File: src/ntc_pkg.sv
// Shared constants, codes and types of the NTC sample-to-temperature pipeline.
// Depends on nothing; every other file refers to it by scoped names.
package ntc_pkg;

	// Converter resolution; full scale is the all-ones code.
	localparam int ADC_BITS = 12;
	localparam logic [ADC_BITS-1:0] FULL_SCALE = '1;

	// Log operand, mantissa and result widths.
	localparam int OPND_W = 24;
	localparam int FRAC_BITS = 24;
	localparam int TOP_W = 5;
	localparam int LOG_W = TOP_W + FRAC_BITS;
	localparam int MANT_W = 31;

	// Fixed-point constants, Q24; the Kelvin offset is in half-tenths of a degree.
	localparam logic [23:0] LN2_Q24 = 24'd11629080;
	localparam logic [31:0] INV_T0_Q24 = 32'd56271;
	localparam logic [12:0] KELVIN_OFFSET_HALF_TENTHS = 13'd5463;
	localparam logic [31:0] NUM_BASE = 32'd335544320;

	// Register indexes of the write port.
	typedef enum logic [2:0] {
		REG_BETA    = 3'd0,
		REG_NOMINAL = 3'd1,
		REG_DIVIDER = 3'd2,
		REG_OPEN    = 3'd3,
		REG_SHORT   = 3'd4
	} reg_idx_t;

	typedef enum logic [1:0] {
		ST_OK    = 2'd0,
		ST_FAIL  = 2'd1,
		ST_OPEN  = 2'd2,
		ST_SHORT = 2'd3
	} status_t;

	// Control that travels with each word down the pipeline.
	typedef struct packed {
		logic    valid;
		status_t status;
	} tag_t;

endpackage

File: src/ntc_recip.sv
// Reciprocal temperature: log sum, scale by ln 2, divide by Beta, add 1/T0.
// Depends on ntc_pkg.
module ntc_recip (
	input  logic                       clk,
	input  logic                       arst_n,
	input  logic                       adv,
	input  ntc_pkg::tag_t              tag_in,
	input  logic [ntc_pkg::LOG_W-1:0]  l_r1,
	input  logic [ntc_pkg::LOG_W-1:0]  l_code,
	input  logic [ntc_pkg::LOG_W-1:0]  l_r25,
	input  logic [ntc_pkg::LOG_W-1:0]  l_fs,
	input  logic [15:0]                beta,
	output ntc_pkg::tag_t              tag_out,
	output logic [31:0]                inv
);

	localparam int QW = 30;

	logic [30:0]   l_s1;
	ntc_pkg::tag_t g_s1;
	logic [QW-1:0] mag;
	logic [53:0]   prod;

	logic [15:0]   rem_s [0:QW];
	logic [QW-1:0] dq_s  [0:QW];
	logic          neg_s [0:QW];
	ntc_pkg::tag_t g_s   [0:QW];

	logic [31:0]   inv_s3;
	ntc_pkg::tag_t g_s3;

	always_comb begin
		mag = l_s1[30] ? QW'(-l_s1) : l_s1[QW-1:0];
		prod = 54'(mag) * 54'(ntc_pkg::LN2_Q24);
	end

	always_ff @(posedge clk) begin
		if (adv) begin
			l_s1 <= 31'(l_r1) + 31'(l_code) - 31'(l_r25) - 31'(l_fs);
			rem_s[0] <= '0;
			dq_s[0] <= prod[53:24];
			neg_s[0] <= l_s1[30];
			inv_s3 <= ntc_pkg::INV_T0_Q24 + (neg_s[QW] ? -32'(dq_s[QW]) : 32'(dq_s[QW]));
		end
	end

	always_ff @(posedge clk or negedge arst_n) begin
		if (!arst_n) begin
			g_s1 <= '0;
			g_s[0] <= '0;
			g_s3 <= '0;
		end else if (adv) begin
			g_s1 <= tag_in;
			g_s[0] <= g_s1;
			g_s3 <= g_s[QW];
		end
	end

	// Restoring division, one quotient bit per stage.
	for (genvar k = 1; k <= QW; k++) begin : g_div
		logic [16:0] t;
		logic [16:0] d;
		logic        ge;

		always_comb begin
			t = {rem_s[k-1], dq_s[k-1][QW-1]};
			ge = t >= {1'b0, beta};
			d = t - {1'b0, beta};
		end

		always_ff @(posedge clk) begin
			if (adv) begin
				rem_s[k] <= ge ? d[15:0] : t[15:0];
				dq_s[k] <= {dq_s[k-1][QW-2:0], ge};
				neg_s[k] <= neg_s[k-1];
			end
		end

		always_ff @(posedge clk or negedge arst_n) begin
			if (!arst_n) begin
				g_s[k] <= '0;
			end else if (adv) begin
				g_s[k] <= g_s[k-1];
			end
		end
	end

	assign inv = inv_s3;
	assign tag_out = g_s3;

endmodule

File: config.mk
export PLATFORM = sky130hd
export DESIGN_NAME = ntc_recip
export DESIGN_NICKNAME = d
export VERILOG_FILES = /design/src/ntc_pkg.sv /design/src/ntc_recip.sv
export SDC_FILE = /design/constraint.sdc
export NUM_CORES = 2
export LEC_CHECK = 0
export ABC_AREA = 1
export ABC_CLOCK_PERIOD_IN_PS = 11800
export BUFFER_PORTS_ARGS = -buffer_cell sky130_fd_sc_hd__buf_2
export CORE_MARGIN = 3
export CORE_UTILIZATION = 28
export CTS_CLUSTER_DIAMETER = 200
export DETAILED_ROUTE_END_ITERATION = 10
export PLACE_DENSITY = 0.5
export SYNTH_ARGS = -nofsm -noshare
export SYNTH_HDL_FRONTEND = slang
export SYNTH_SLANG_ARGS = --single-unit
File: constraint.sdc
create_clock -name clk -period 11.8 [get_ports clk]
set_clock_uncertainty 0.1 [all_clocks]
set_input_delay 1.18 -clock clk [delete_from_list [all_inputs] [get_ports clk]]
set_output_delay 1.18 -clock clk [all_outputs]
set_load 0.05 [all_outputs]
# After elaboration in Yosys (flattened, before gate mapping)
# Memory sizes are Yosys's and may differ from the RTL's.
# Index checks and enable logic that the tools add are counted.
[word_totals]
romBits = 0
register_bits = 162
output_inout_bits = 35
latch_bits = 0
word_cells = 172
memories = 3
ramBits = 1457
[memory_table]
columns = ["name", "words", "width", "rd", "rd_ports_with_merged_regs", "wr", "line_no", "text"]
rows = [
  ["dq_s", 31, 30, 31, 0, 31, "ntc_recip.sv:25", "logic [QW-1:0] dq_s [0:QW];"],
  ["rem_s", 31, 16, 30, 0, 31, "ntc_recip.sv:24", "logic [15:0] rem_s [0:QW];"],
  ["neg_s", 31, 1, 31, 0, 31, "ntc_recip.sv:26", "logic neg_s [0:QW];"],
]
[op_classes]
mul = 1
n_div = 0
bitwise_logic = 0
shift = 0
order_cmp = 30
n_addsub = 36
muxes = 34
n_reduce_logical = 0
n_eq_ne = 0
[op_table]
columns = ["operator", "n"]
rows = [
  ["$ge 17x16->1", 30],
  ["$mux 16", 30],
  ["$sub 16x16->16", 30],
  ["$mul 30x21->51 const B", 1],
  ["$add 16x32->32 const A", 1],
  ["$mux 32", 1],
  ["$neg 30->32", 1],
  ["$sub 30x29->31", 1],
  ["$sub 31x29->31", 1],
  ["$add 29x29->30", 1],
  ["$mux 30", 1],
  ["$neg 30->30", 1],
  ["$mux 1", 2],
]

# Longest topological paths before layout
# An unclocked memory read counts as a cell.
[logic_depth]
word_depth = 4
mapped_depth = 36
mapped_depth_nobuf = 36

# Least setup slack after synthesis
# No wires, ideal clock.
[synth_path]
path_kind = "reg2reg"
startpoint = "register l_s1[0]"
endpoint = "memory dq_s[0][19] (data pin)"
path_stages_with_launch = 32
setup_time_ns = 0.260
setup_slack_ns = 4.422
arrival_time_ns = 7.018
path_buffers = 0
period_less_slack_ns = 7.378
path_cell_list = "edfxtp_1 > inv_1 > ha_1 > inv_1 > nor3_2 > nand4_2 > o21ai_4 > nand2_4 > a21oi_4 > o21ai_2 > nor2_1 > xor2_1 > inv_1 > fa_1 > inv_1 > fa_1 > inv_1 > ha_1 > fa_1 > fa_1 > fa_1 > ha_1 > ha_1 > a21oi_1 > o21a_1 > inv_1 > a21oi_1 > o21ai_0 > a21o_1 > nand3_1 > nand2_1 > xor2_1"
[synth_rtl]
columns = ["item", "line_no", "text"]
rows = [
  ["start, declared", "ntc_recip.sv:19", "logic [30:0] l_s1;"],
  ["start signal, assigned", "ntc_recip.sv:39", "l_s1 <= 31'(l_r1) + 31'(l_code) - 31'(l_r25) - 31'(l_fs);"],
  ["end, declared", "ntc_recip.sv:25", ""],
]

==> flow_summary.ini <==
[outcome]
status = completed

[final_layout]
nets = 9688
drive_gt1_share_pct = 7.44
syn_to_final_growth_pct = 13.4
antenna_cells = 0

[setup_path]
worstPathRequired_ps = 12270
path_class = flop to flop
worstSetupEndpointType = flop
cp.arrival_ps = 8930
cp_num_buf_inv = 8
critPathSlowestCell = nor4_1
critPathTopFamily = adder cells
slowest_delay_ps = 590
start_kind = flop
crit_top_cell = inv_1
crit_fanout = 8

[synth]
syn_inst = 8238
synth_edf_count = 1488
synth_area_um2 = 89000
yosysSeqAreaShare_pct = 53.0
synth_nets = 9378
synth.area.top_cells = edfxtp_1 50%, ha_1 11%, nand2_1 7.4%, fa_1 5.5%, inv_1 3.5%
yosys.cell_count.top_type = nand2_1
synth_top_cell_area_share_pct = 50.2
yosys.cell_types.count = 62
syn_area_per_cell_um2 = 10.8
synth_ff_type = edfxtp_1
yosysWarnings = 0
yosysTopAreaCell = edfxtp_1
synth_common_cells = 1755 x nand2_1, 1488 x edfxtp_1, 837 x inv_1
synth_seq_cells = 1587
async_flop_share_pct = 6.24

[sta]
setup_viol = 0
max_freq_ghz = 0.118
relSlewSlack_pct = 28.2
hold_viol = 0
period_share_pct = 71.7
rsz0062_at_grt = no
period_needed_ps = 8460
tightest_slew_ps = 1080
slew_violations = 0
finalSetupTns_ps = 0

[routing]
drc_errors = 0
viasPerCell = 4.52
dr.pass1.iters = 6
routedWlPerCell_um = 16.3
drt_first_iter_violations = 3690
num_vias = 58067
drtAntennaViolNets = 0
routed_wl_mm = 209

[floorplanning]
rows = 206
die_x_um = 570
initial_core_util_pct = 28.2
die_area_um2 = 325000
ioPinCount = 173
fp.dieH_um = 570
core_area_um2 = 316000

[cts]
clock-sinks = 1587
post_cts_buffers = 0
cts_tree = done
path_clk_slew_ps = 60
clk_path_buf_depth = 4
cts_root_buffer = clkbuf_16
cts_buffers = 186
h-tree-depth = 4
post_cts_resized = 0
clock_latency_ps = 870
cts_hold_buffers = 0

[placement]
dp_hpwl_mm = 153
io_buffer_count = 172
gp_congestion = 0.857

[global_routing]
met1_usage_pct = 16.7
track_usage_pct = 12.7
grtUsageMet3_pct = 1.61
grt_pass1_wl_mm = 330
grt_overflow = 0
grt-busiest-layer = met2
grt_antenna_before_repair = 2
grt_max_degree = 181
first_global_vias = 58832
met2_usage_pct = 21.9

[hold_path]
hold_class = flop to flop

[job]
cap_violations = 0
state kept, by name, summed over array words and instances, names as in the netlist:
| signal | cells |
|---|---|
| dq_s | 930 |
| rem_s | 464 |
| g_s | 93 |
| inv | 32 |
| g_s1 | 3 |
| l_s1 | 31 |
| neg_s | 31 |
| tag_out | 3 |
metrics by stage:
| step | cells | instance area (um^2) | hold slack, ps | utilization [%] | worst slack (ps) |
|---|---|---|---|---|---|
| after global placement | 12520 | 95100 | 300 | 30.1 | 3270 |
| final | 12846 | 101000 | 259 | 32.0 | 3340 |
| after floorplan | 8238 | 89000 | 300 | - | 4420 |
| after detailed placement | 12520 | 95100 | 305 | 30.1 | 3200 |
| after global routing | 12846 | 101000 | 259 | 32.0 | 2710 |
| after CTS | 12846 | 101000 | 211 | 32.0 | 3250 |
kinds of logic (layout without fill, tap and decap cells):
family	after synthesis	in the layout	share of synthesized area [%]
buf+inv	966	1414	4.22
fa+ha+maj	1002	1002	16.1
flops	1587	1587	53.0
xor+xnor	481	481	4.81
mux	3	3	0.0379
simple gates	2801	2801	13.1
compound gates	1398	1398	8.74
layer usage:
metal | part of all wire (%) | routed length [um] | vias to the layer above
met3 | 3.3 | 6980 | 287
met1 | 46 | 96900 | 27679
met4 | 2.4 | 5080 | 0
met2 | 48 | 100000 | 978
met5 | 0 | 0 | -
li1 | - | - | 29123
path summary, 6_finish.rpt:
check / startpoint / slack, ps / cells past startpoint / to
worst max-delay path: l_s1[0] / 3340 / 31 / dq_s[0][24]
worst max register to register: l_s1[0] / 3340 / 31 / dq_s[0][24]
worst min register to register: dq_s[2][39] / 260 / 0 / dq_s[2][70]
worst min-delay path: dq_s[2][39] / 260 / 0 / dq_s[2][70]
max in group asynchronous: arst_n / 10220 / 2 / g_s[4]
min in group asynchronous: arst_n / 270 / 1 / g_s1[2]
cells in the final DEF, fill, tap and decap left out, drive strengths merged, types with 106 or more instances in the layout:
| cell type | netlist | layout |
|---|---|---|
| o21ai | 627 | 627 |
| clkbuf | 23 | 222 |
| xor2 | 300 | 300 |
| nand3 | 293 | 293 |
| a21o | 106 | 106 |
| ha | 758 | 758 |
| fa | 244 | 244 |
| inv | 867 | 873 |
| nand2 | 1774 | 1774 |
| buf | 75 | 220 |
| edfxtp | 1488 | 1488 |
| nor2 | 493 | 493 |
| a21oi | 522 | 522 |
| xnor2 | 181 | 181 |
layout make-up:
cell class	count	area, um^2
Clock inverter	104	1090
Clock buffer	222	4850
Multi-Input combinational cell	5685	38100
Timing Repair Buffer	220	1310
Tap cell	4160	5200
Sequential cell	1587	47200
Fill cell	31877	215000
Inverter	868	3260
Power is not shown: default switching activity piles up to over one toggle a cycle in this logic, so the estimate is an artifact.
