==> config.mk <==
export PLATFORM = sky130hd
export DESIGN_NAME = ntc_scale
export DESIGN_NICKNAME = d
export VERILOG_FILES = /design/src/ntc_pkg.sv /design/src/ntc_scale.sv
export SDC_FILE = /design/constraint.sdc
export NUM_CORES = 2
export LEC_CHECK = 0
export ABC_AREA = 1
export BUFFER_PORTS_ARGS = -buffer_cell sky130_fd_sc_hd__clkbuf_2
export CORE_AREA = 2 2 461 463
export DETAILED_ROUTE_END_ITERATION = 8
export DIE_AREA = 0 0 463 465
export PLACE_DENSITY = 0.45
export SLEW_MARGIN = 40
export SYNTH_ARGS = -nofsm -noshare
export SYNTH_HDL_FRONTEND = slang
export SYNTH_SLANG_ARGS = --single-unit
export TNS_END_PERCENT = 1
==> constraint.sdc <==
create_clock -name clk -period 4.7 [get_ports clk]
set_input_delay 0.94 -clock clk [delete_from_list [all_inputs] [get_ports clk]]
set_output_delay 0.94 -clock clk [all_outputs]
set_load 0.01 [all_outputs]
==> src/ntc_pkg.sv <==
// Shared constants, codes and types of the NTC sample-to-temperature pipeline.
// Depends on nothing; every other file refers to it by scoped names.
package ntc_pkg;

	// Converter resolution; full scale is the all-ones code.
	localparam int ADC_BITS = 12;
	localparam logic [ADC_BITS-1:0] FULL_SCALE = '1;

	// Log operand, mantissa and result widths.
	localparam int OPND_W = 24;
	localparam int FRAC_BITS = 24;
	localparam int TOP_W = 5;
	localparam int LOG_W = TOP_W + FRAC_BITS;
	localparam int MANT_W = 31;

	// Fixed-point constants, Q24; the Kelvin offset is in half-tenths of a degree.
	localparam logic [23:0] LN2_Q24 = 24'd11629080;
	localparam logic [31:0] INV_T0_Q24 = 32'd56271;
	localparam logic [12:0] KELVIN_OFFSET_HALF_TENTHS = 13'd5463;
	localparam logic [31:0] NUM_BASE = 32'd335544320;

	// Register indexes of the write port.
	typedef enum logic [2:0] {
		REG_BETA    = 3'd0,
		REG_NOMINAL = 3'd1,
		REG_DIVIDER = 3'd2,
		REG_OPEN    = 3'd3,
		REG_SHORT   = 3'd4
	} reg_idx_t;

	typedef enum logic [1:0] {
		ST_OK    = 2'd0,
		ST_FAIL  = 2'd1,
		ST_OPEN  = 2'd2,
		ST_SHORT = 2'd3
	} status_t;

	// Control that travels with each word down the pipeline.
	typedef struct packed {
		logic    valid;
		status_t status;
	} tag_t;

endpackage

==> src/ntc_scale.sv <==
// Tenths of a degree from the reciprocal: offset, 16-bit divide, clamp.
// Depends on ntc_pkg; its last stage is the output register.
module ntc_scale (
	input  logic          clk,
	input  logic          arst_n,
	input  logic          adv,
	input  ntc_pkg::tag_t tag_in,
	input  logic [31:0]   inv,
	output ntc_pkg::tag_t tag_out,
	output logic [15:0]   temp
);

	localparam int QB = 16;

	typedef enum logic [1:0] {
		RES_DIV  = 2'd0,
		RES_MAX  = 2'd1,
		RES_ZERO = 2'd2
	} res_t;

	logic [43:0]   p_s1;
	logic [30:0]   inv_s1;
	logic          pos_s1;
	ntc_pkg::tag_t g_s1;

	logic          negnum;
	logic [31:0]   num;
	logic [31:0]   a_val;
	logic [19:0]   b_val;
	logic          big;
	res_t          mode;

	logic [31:0]   rem_s  [0:QB];
	logic [19:0]   b_s    [0:QB];
	logic [QB-1:0] q_s    [0:QB];
	res_t          mode_s [0:QB];
	ntc_pkg::tag_t g_s    [0:QB];

	logic [15:0]   temp_q;
	ntc_pkg::tag_t g_q;

	always_comb begin
		negnum = p_s1 > 44'(ntc_pkg::NUM_BASE);
		num = ntc_pkg::NUM_BASE - p_s1[31:0];
		a_val = (num << 1) + {inv_s1, 1'b0};
		b_val = {inv_s1[17:0], 2'b00};
		big = {16'b0, a_val} >= {12'b0, b_val, 16'b0};
		if (!pos_s1) mode = RES_MAX;
		else if (negnum) mode = RES_ZERO;
		else if (big) mode = RES_MAX;
		else mode = RES_DIV;
	end

	always_ff @(posedge clk) begin
		if (adv) begin
			pos_s1 <= !inv[31] && (inv != '0);
			inv_s1 <= inv[30:0];
			p_s1 <= 44'(inv[30:0]) * 44'(ntc_pkg::KELVIN_OFFSET_HALF_TENTHS);
			rem_s[0] <= a_val;
			b_s[0] <= b_val;
			q_s[0] <= '0;
			mode_s[0] <= mode;
		end
	end

	always_ff @(posedge clk or negedge arst_n) begin
		if (!arst_n) begin
			g_s1 <= '0;
			g_s[0] <= '0;
		end else if (adv) begin
			g_s1 <= tag_in;
			g_s[0] <= g_s1;
		end
	end

	for (genvar j = 1; j <= QB; j++) begin : g_div
		logic [35:0] shb;
		logic        ge;

		always_comb begin
			shb = {b_s[j-1], 16'b0} >> j;
			ge = 36'(rem_s[j-1]) >= shb;
		end

		always_ff @(posedge clk) begin
			if (adv) begin
				rem_s[j] <= ge ? 32'(36'(rem_s[j-1]) - shb) : rem_s[j-1];
				b_s[j] <= b_s[j-1];
				q_s[j] <= q_s[j-1] | (ge ? (QB'(1) << (QB - j)) : '0);
				mode_s[j] <= mode_s[j-1];
			end
		end

		always_ff @(posedge clk or negedge arst_n) begin
			if (!arst_n) begin
				g_s[j] <= '0;
			end else if (adv) begin
				g_s[j] <= g_s[j-1];
			end
		end
	end

	always_ff @(posedge clk) begin
		if (adv) begin
			if (g_s[QB].status != ntc_pkg::ST_OK) temp_q <= '0;
			else begin
				case (mode_s[QB])
					RES_MAX:  temp_q <= '1;
					RES_ZERO: temp_q <= '0;
					default:  temp_q <= q_s[QB];
				endcase
			end
		end
	end

	always_ff @(posedge clk or negedge arst_n) begin
		if (!arst_n) begin
			g_q <= '0;
		end else if (adv) begin
			g_q <= g_s[QB];
		end
	end

	assign temp = temp_q;
	assign tag_out = g_q;

endmodule

# After elaboration in Yosys (flattened, before gate mapping)

Memories as Yosys holds them, arrays and structs flattened.
Index checks and enable logic that the tools add are counted.

Register bits after elaboration: 149
Bits in latches: 0
RAM bits: 1190
ROM bits: 0
Input bits: 38
Logic and storage cells: 143
Memories: 4

$add $sub $neg: 18
Multiply operators: 1
Divide/modulo/power cells: 0
$lt $le $gt $ge: 18
Equal/unequal tests: 2
Shifts and indexed selects: 0
Muxes and demuxes: 38
Bitwise operators: 16
Reductions and logical operators: 4

Memory list:

| name   | depth | bits a word | read ports | clocked after Yosys merged registers in | write ports | RTL line        | RTL |
|---|---|---|---|---|---|---|---|
| rem_s  | 17    | 32          | 16         | 0                                       | 17          | ntc_scale.sv:33 | `logic [31:0] rem_s [0:QB];` |
| b_s    | 17    | 20          | 16         | 0                                       | 17          | ntc_scale.sv:34 | `logic [19:0] b_s [0:QB];` |
| q_s    | 17    | 16          | 17         | 0                                       | 17          | ntc_scale.sv:35 | `logic [QB-1:0] q_s [0:QB];` |
| mode_s | 17    | 2           | 17         | 0                                       | 17          | ntc_scale.sv:36 | `res_t mode_s [0:QB];` |

Operator list:

| kind                                                 | count |
|---|---|
| 2-to-1 mux 32 bit                                    | 16 |
| subtractor 32 bit                                    | 4 |
| > comparator 44 x 29 -> 1 bit, second input constant | 1 |
| multiplier 31 x 13 -> 44 bit, second input constant  | 1 |
| greater-or-equal comparator 32 x 36 -> 1 bit         | 1 |
| greater-or-equal comparator 32 x 35 -> 1 bit         | 1 |
| greater-or-equal comparator 32 x 34 -> 1 bit         | 1 |
| greater-or-equal comparator 32 x 33 -> 1 bit         | 1 |
| adder 32 bit                                         | 1 |
| greater-or-equal comparator 32 x 20 -> 1 bit         | 1 |
| greater-or-equal comparator 32 x 21 -> 1 bit         | 1 |
| greater-or-equal comparator 32 x 22 -> 1 bit         | 1 |
| greater-or-equal comparator 32 x 23 -> 1 bit         | 1 |
| greater-or-equal comparator 32 x 24 -> 1 bit         | 1 |
| greater-or-equal comparator 32 x 25 -> 1 bit         | 1 |
| greater-or-equal comparator 32 x 26 -> 1 bit         | 1 |
| greater-or-equal comparator 32 x 27 -> 1 bit         | 1 |
| greater-or-equal comparator 32 x 28 -> 1 bit         | 1 |
| greater-or-equal comparator 32 x 29 -> 1 bit         | 1 |
| greater-or-equal comparator 32 x 30 -> 1 bit         | 1 |
| greater-or-equal comparator 32 x 31 -> 1 bit         | 1 |
| greater-or-equal comparator 32 bit                   | 1 |
| case mux 16 bit (2 select lines)                     | 1 |
| nonzero test 32 bit                                  | 1 |
| other kinds (50)                                     | 55 |

# Depth between registers and ports, before layout

Depth in word-level cells: 6
Depth in mapped cells: 35
Depth with buffers taken out: 35

# Least setup slack after synthesis

No wires, ideal clock.

Path kind: input to register
Start: input port inv[14]
End: register p_s1[26] (data pin)
Library setup time: 0.259 ns
Arrival time: 4.808 ns
Data required time: 4.441 ns
Slack: -0.367 ns
Stages: 21
Path buffers: 0
Cell sequence: inv_1 -> ha_1 -> inv_1 -> fa_1 -> inv_1 -> fa_1 -> inv_1 -> fa_1 -> fa_1 -> inv_1 -> ha_1 -> nand2_1 -> inv_1 -> a21oi_1 -> nor2_1 -> nor2_1 -> nand2_1 -> a21oi_1 -> o21ai_0 -> nand2_1 -> nand2_1

Word-level cells in the longest chain between the ends: 1

RTL lines:

| element                      | RTL line        | RTL |
|---|---|---|
| start: declaration           | ntc_scale.sv:8  | `input logic [31:0] inv,` |
| multiplier 31 x 13 -> 44 bit | ntc_scale.sv:58 | `p_s1 <= 44'(inv[30:0]) * 44'(ntc_pkg::KELVIN_OFFSET_HALF_TENTHS);` |
| end signal: assignment       | ntc_scale.sv:58 |  |
| end: declaration             | ntc_scale.sv:21 | `logic [43:0] p_s1;` |

Every way passes these cells.
A chain may end at the register's enable or synchronous reset.

# Worst setup path after layout

Start: input port inv[12]
End: register p_s1[38] (data pin)

Same word-level chain as after synthesis.

==> impl_results.md <==
* Clock Sinks at 1,086
* Hold Crit Class: input pin to asynchronous set/reset pin
* CTS buffer count at 134
* Post-Syn Area at 66,890 um2
* Vias in the first global route at 49,100
* Post-Syn Instances at 7,039
* Slew Limit Fails at 0
* Pwr/cell area at 716.2 nW/um2
* Core Rows at 169
* GP Congestion at 0.9045
* H-tree depth at 4
* Met2 Resource Use GR at 0.2826
* Dpl ws at -886.5 ps
* Crit path max-delay family: adder cells
* DRC Markers at 0
* Routed Antenna Nets at 0
* Final wirelength at 194.9 mm
* Synth cell count leaders: nand2_1, inv_1, edfxtp_1
* Critical path buffers and inverters at 6
* Status: finished, final reports clean
* Initial antenna violation count at 2
* First-pass DRT Iterations at 6
* Die width at 463 um
* Reg2reg path depth at 30
* Die H at 465 um
* CTS tree: done
* Synthesis-to-finish area growth at 19.18%
* Fraction of layout cells with a size suffix above 1 at 0.1302
* Max-Cap Viols at 0
* Startpoint types: input pin
* Initial Util at 0.3173
* First-pass GRT wire length at 299.1 mm
* GR Layer Usage met3 at 0.02683
* Worst r2r src: p_s1[0]
* Vias post-DR at 49,390
* GR Util met1 at 0.2628
* Leak at 0.03435 uW
* Crit Path Class: input pin to register
* Global routing's busiest layer: met2
* Post-synthesis register bit count at 1,086
* Worst Tran Pin Value at 868.3 ps
* Setup_tns at 0 ps
* Worst-path clk slew at 60 ps
* Seq/Total Area, Yosys at 0.4833
* Final HPWL DP at 157.9 mm
* Max Buffers Root-to-Sink at 3
* Post-synth cell types at 60
* Reg2reg end: mode_s[0][0]
* Worst Path Arrival at 5180 ps
* Core ar. at 210,800 um2
* Root Driver: clkbuf_16
* Largest net degree at the start of global routing at 148
* All-Layer GR Usage at 0.1797
* RSZ-0062 raised after global routing: true
* Post-Syn Area per Cell at 9.503 um2
* Per-cell routed wire length at 18.45 um
* Area leader, netlist: edfxtp_1
* Initial DRC count at 3,561
* Full die area at 215,300 um2
* Slew headroom at 0.4158
* Post-Route Skew at 26.26 ps
* Mapped Nets at 7,768
* CP Max Fanout at 4
* Post-synth top flop: edfxtp_1
* # port buffers at 56
* Final setup vio count at 0
* Cells along the critical path: clkbuf_4 > buf_4 > buf_4 > ha_1 > inv_1 > fa_1 > fa_1 > fa_2 > fa_1 > inv_1 > ha_4 > nand2_1 > inv_1 > a21boi_2 > o21bai_1 > a31oi_1 > nand3_2 > xor2_1
* Post-synthesis async set-or-reset flop share at 0.05249
* Critical path endpoint category: register
* Global route total overflow at 0
* DR vias/cell at 4.677
* Largest cells by area after synthesis: edfxtp_1, ha_1, nand2_1
* Data required time at the worst endpoint at 5230 ps
* Period minus WS final at 4646 ps
* Register-to-register setup slack at 70 ps
* Worst skew pair latency at 780 ps
* Most common cell in the synthesized netlist: nand2_1
* # nets final at 8,357
* Final setup margin at 54.15 ps
* Hold-fix buffers, CTS at 0
* Max Fclk at 215.2 MHz
* Fin. Hold Viols at 0
* Peak VDD IR at 0.5246 mV
* Post-synth EDFFs at 1,029
* Fin crit share at 0.9885
* CP max stage cell: fa_2
* Area fraction of the dominant cell type after synthesis at 0.4619
* Yosys warns at 0
* Slowest Stage Delay on Critical Path at 580 ps
* # IOs at 57
flip-flops by register name, indices dropped and copies added, names as in the netlist:
signal   flops
b_s        288
g_s         51
g_s1         3
inv_s1      30
mode_s      34
p_s1        44
pos_s1       1
q_s        136
rem_s      480
tag_out      3
temp        16
placed cells by master, fill, tap and decap left out, types with 141 or more instances in the layout:
master / n
edfxtp_1: 1029
inv_1: 1182
xor2_1: 141
a21oi_1: 459
buf_4: 451
nand3_1: 242
nor2_1: 557
o21ai_0: 401
nand2_1: 1319
ha_1: 472
xnor2_1: 147
fa_1: 174
kinds of logic after synthesis:
family	Yosys count	share of synthesized area
xor+xnor	291	0.03810
buf+inv	1284	0.07418
mux	9	0.001515
compound gates	1140	0.09270
fa+ha+maj	691	0.1494
flops	1086	0.4833
simple gates	2538	0.1608
what timing repair did:
| action | in CTS | in global routing |
|---|---|---|
| buffers inserted | 0 | 9 |
| setup endpoints to repair | 2 | 23 |
| resized for setup | 28 | 88 |
| pin swaps | 4 | 24 |
routing by layer:
layer | part of all wire | vias to the layer above | wire, um
met5 | 0 | - | 0
met2 | 0.44 | 908 | 86680
met1 | 0.50 | 23460 | 96520
met3 | 0.045 | 178 | 8798
li1 | - | 24850 | -
met4 | 0.015 | 0 | 2878
per-stage QoR:
stage	power, uW	utilization	std cells	hold WS (ps)	cell area [um2]
2_1_floorplan	33880	-	7039	400.3	67630
3_3_place_gp	46090	0.3538	10300	401.1	74600
3_5_place_dp	45970	0.3539	10300	404.5	74610
4_1_cts	57260	0.3762	10550	66.35	79320
5_1_grt	61710	0.3782	10560	103.2	79720
6_report	57100	0.3782	10560	135.8	79720
report_power, final:
| part | total (uW) | internal, uW | switching (uW) |
|---|---|---|---|
| registers | 15500 | 13900 | 1560 |
| clock network | 10800 | 6510 | 4300 |
| logic | 30800 | 12900 | 18000 |
cell type report:
class / count / area (um2)
Fill cell: 21330 / 131100
Sequential cell: 1086 / 32330
Multi-Input combinational cell: 4669 / 30720
Inverter: 1218 / 4611
Timing Repair Buffer: 519 / 3916
Clock buffer: 169 / 3580
Tap cell: 2821 / 3530
Clock inverter: 74 / 1026
Antenna cell: 5 / 12.51
worst max path at each step:
stage	cells past startpoint	startpoint	end	slack, ps
after floorplan	17	inv[26]	p_s1[37]	-50
after global placement	16	inv[19]	p_s1[38]	-890
after detailed placement	16	inv[19]	p_s1[38]	-890
after CTS	34	p_s1[1]	mode_s[0][0]	-40
after global routing	35	p_s1[0]	mode_s[0][0]	-240
final	18	inv[12]	p_s1[38]	50
Power figures use the tool's default switching activity.
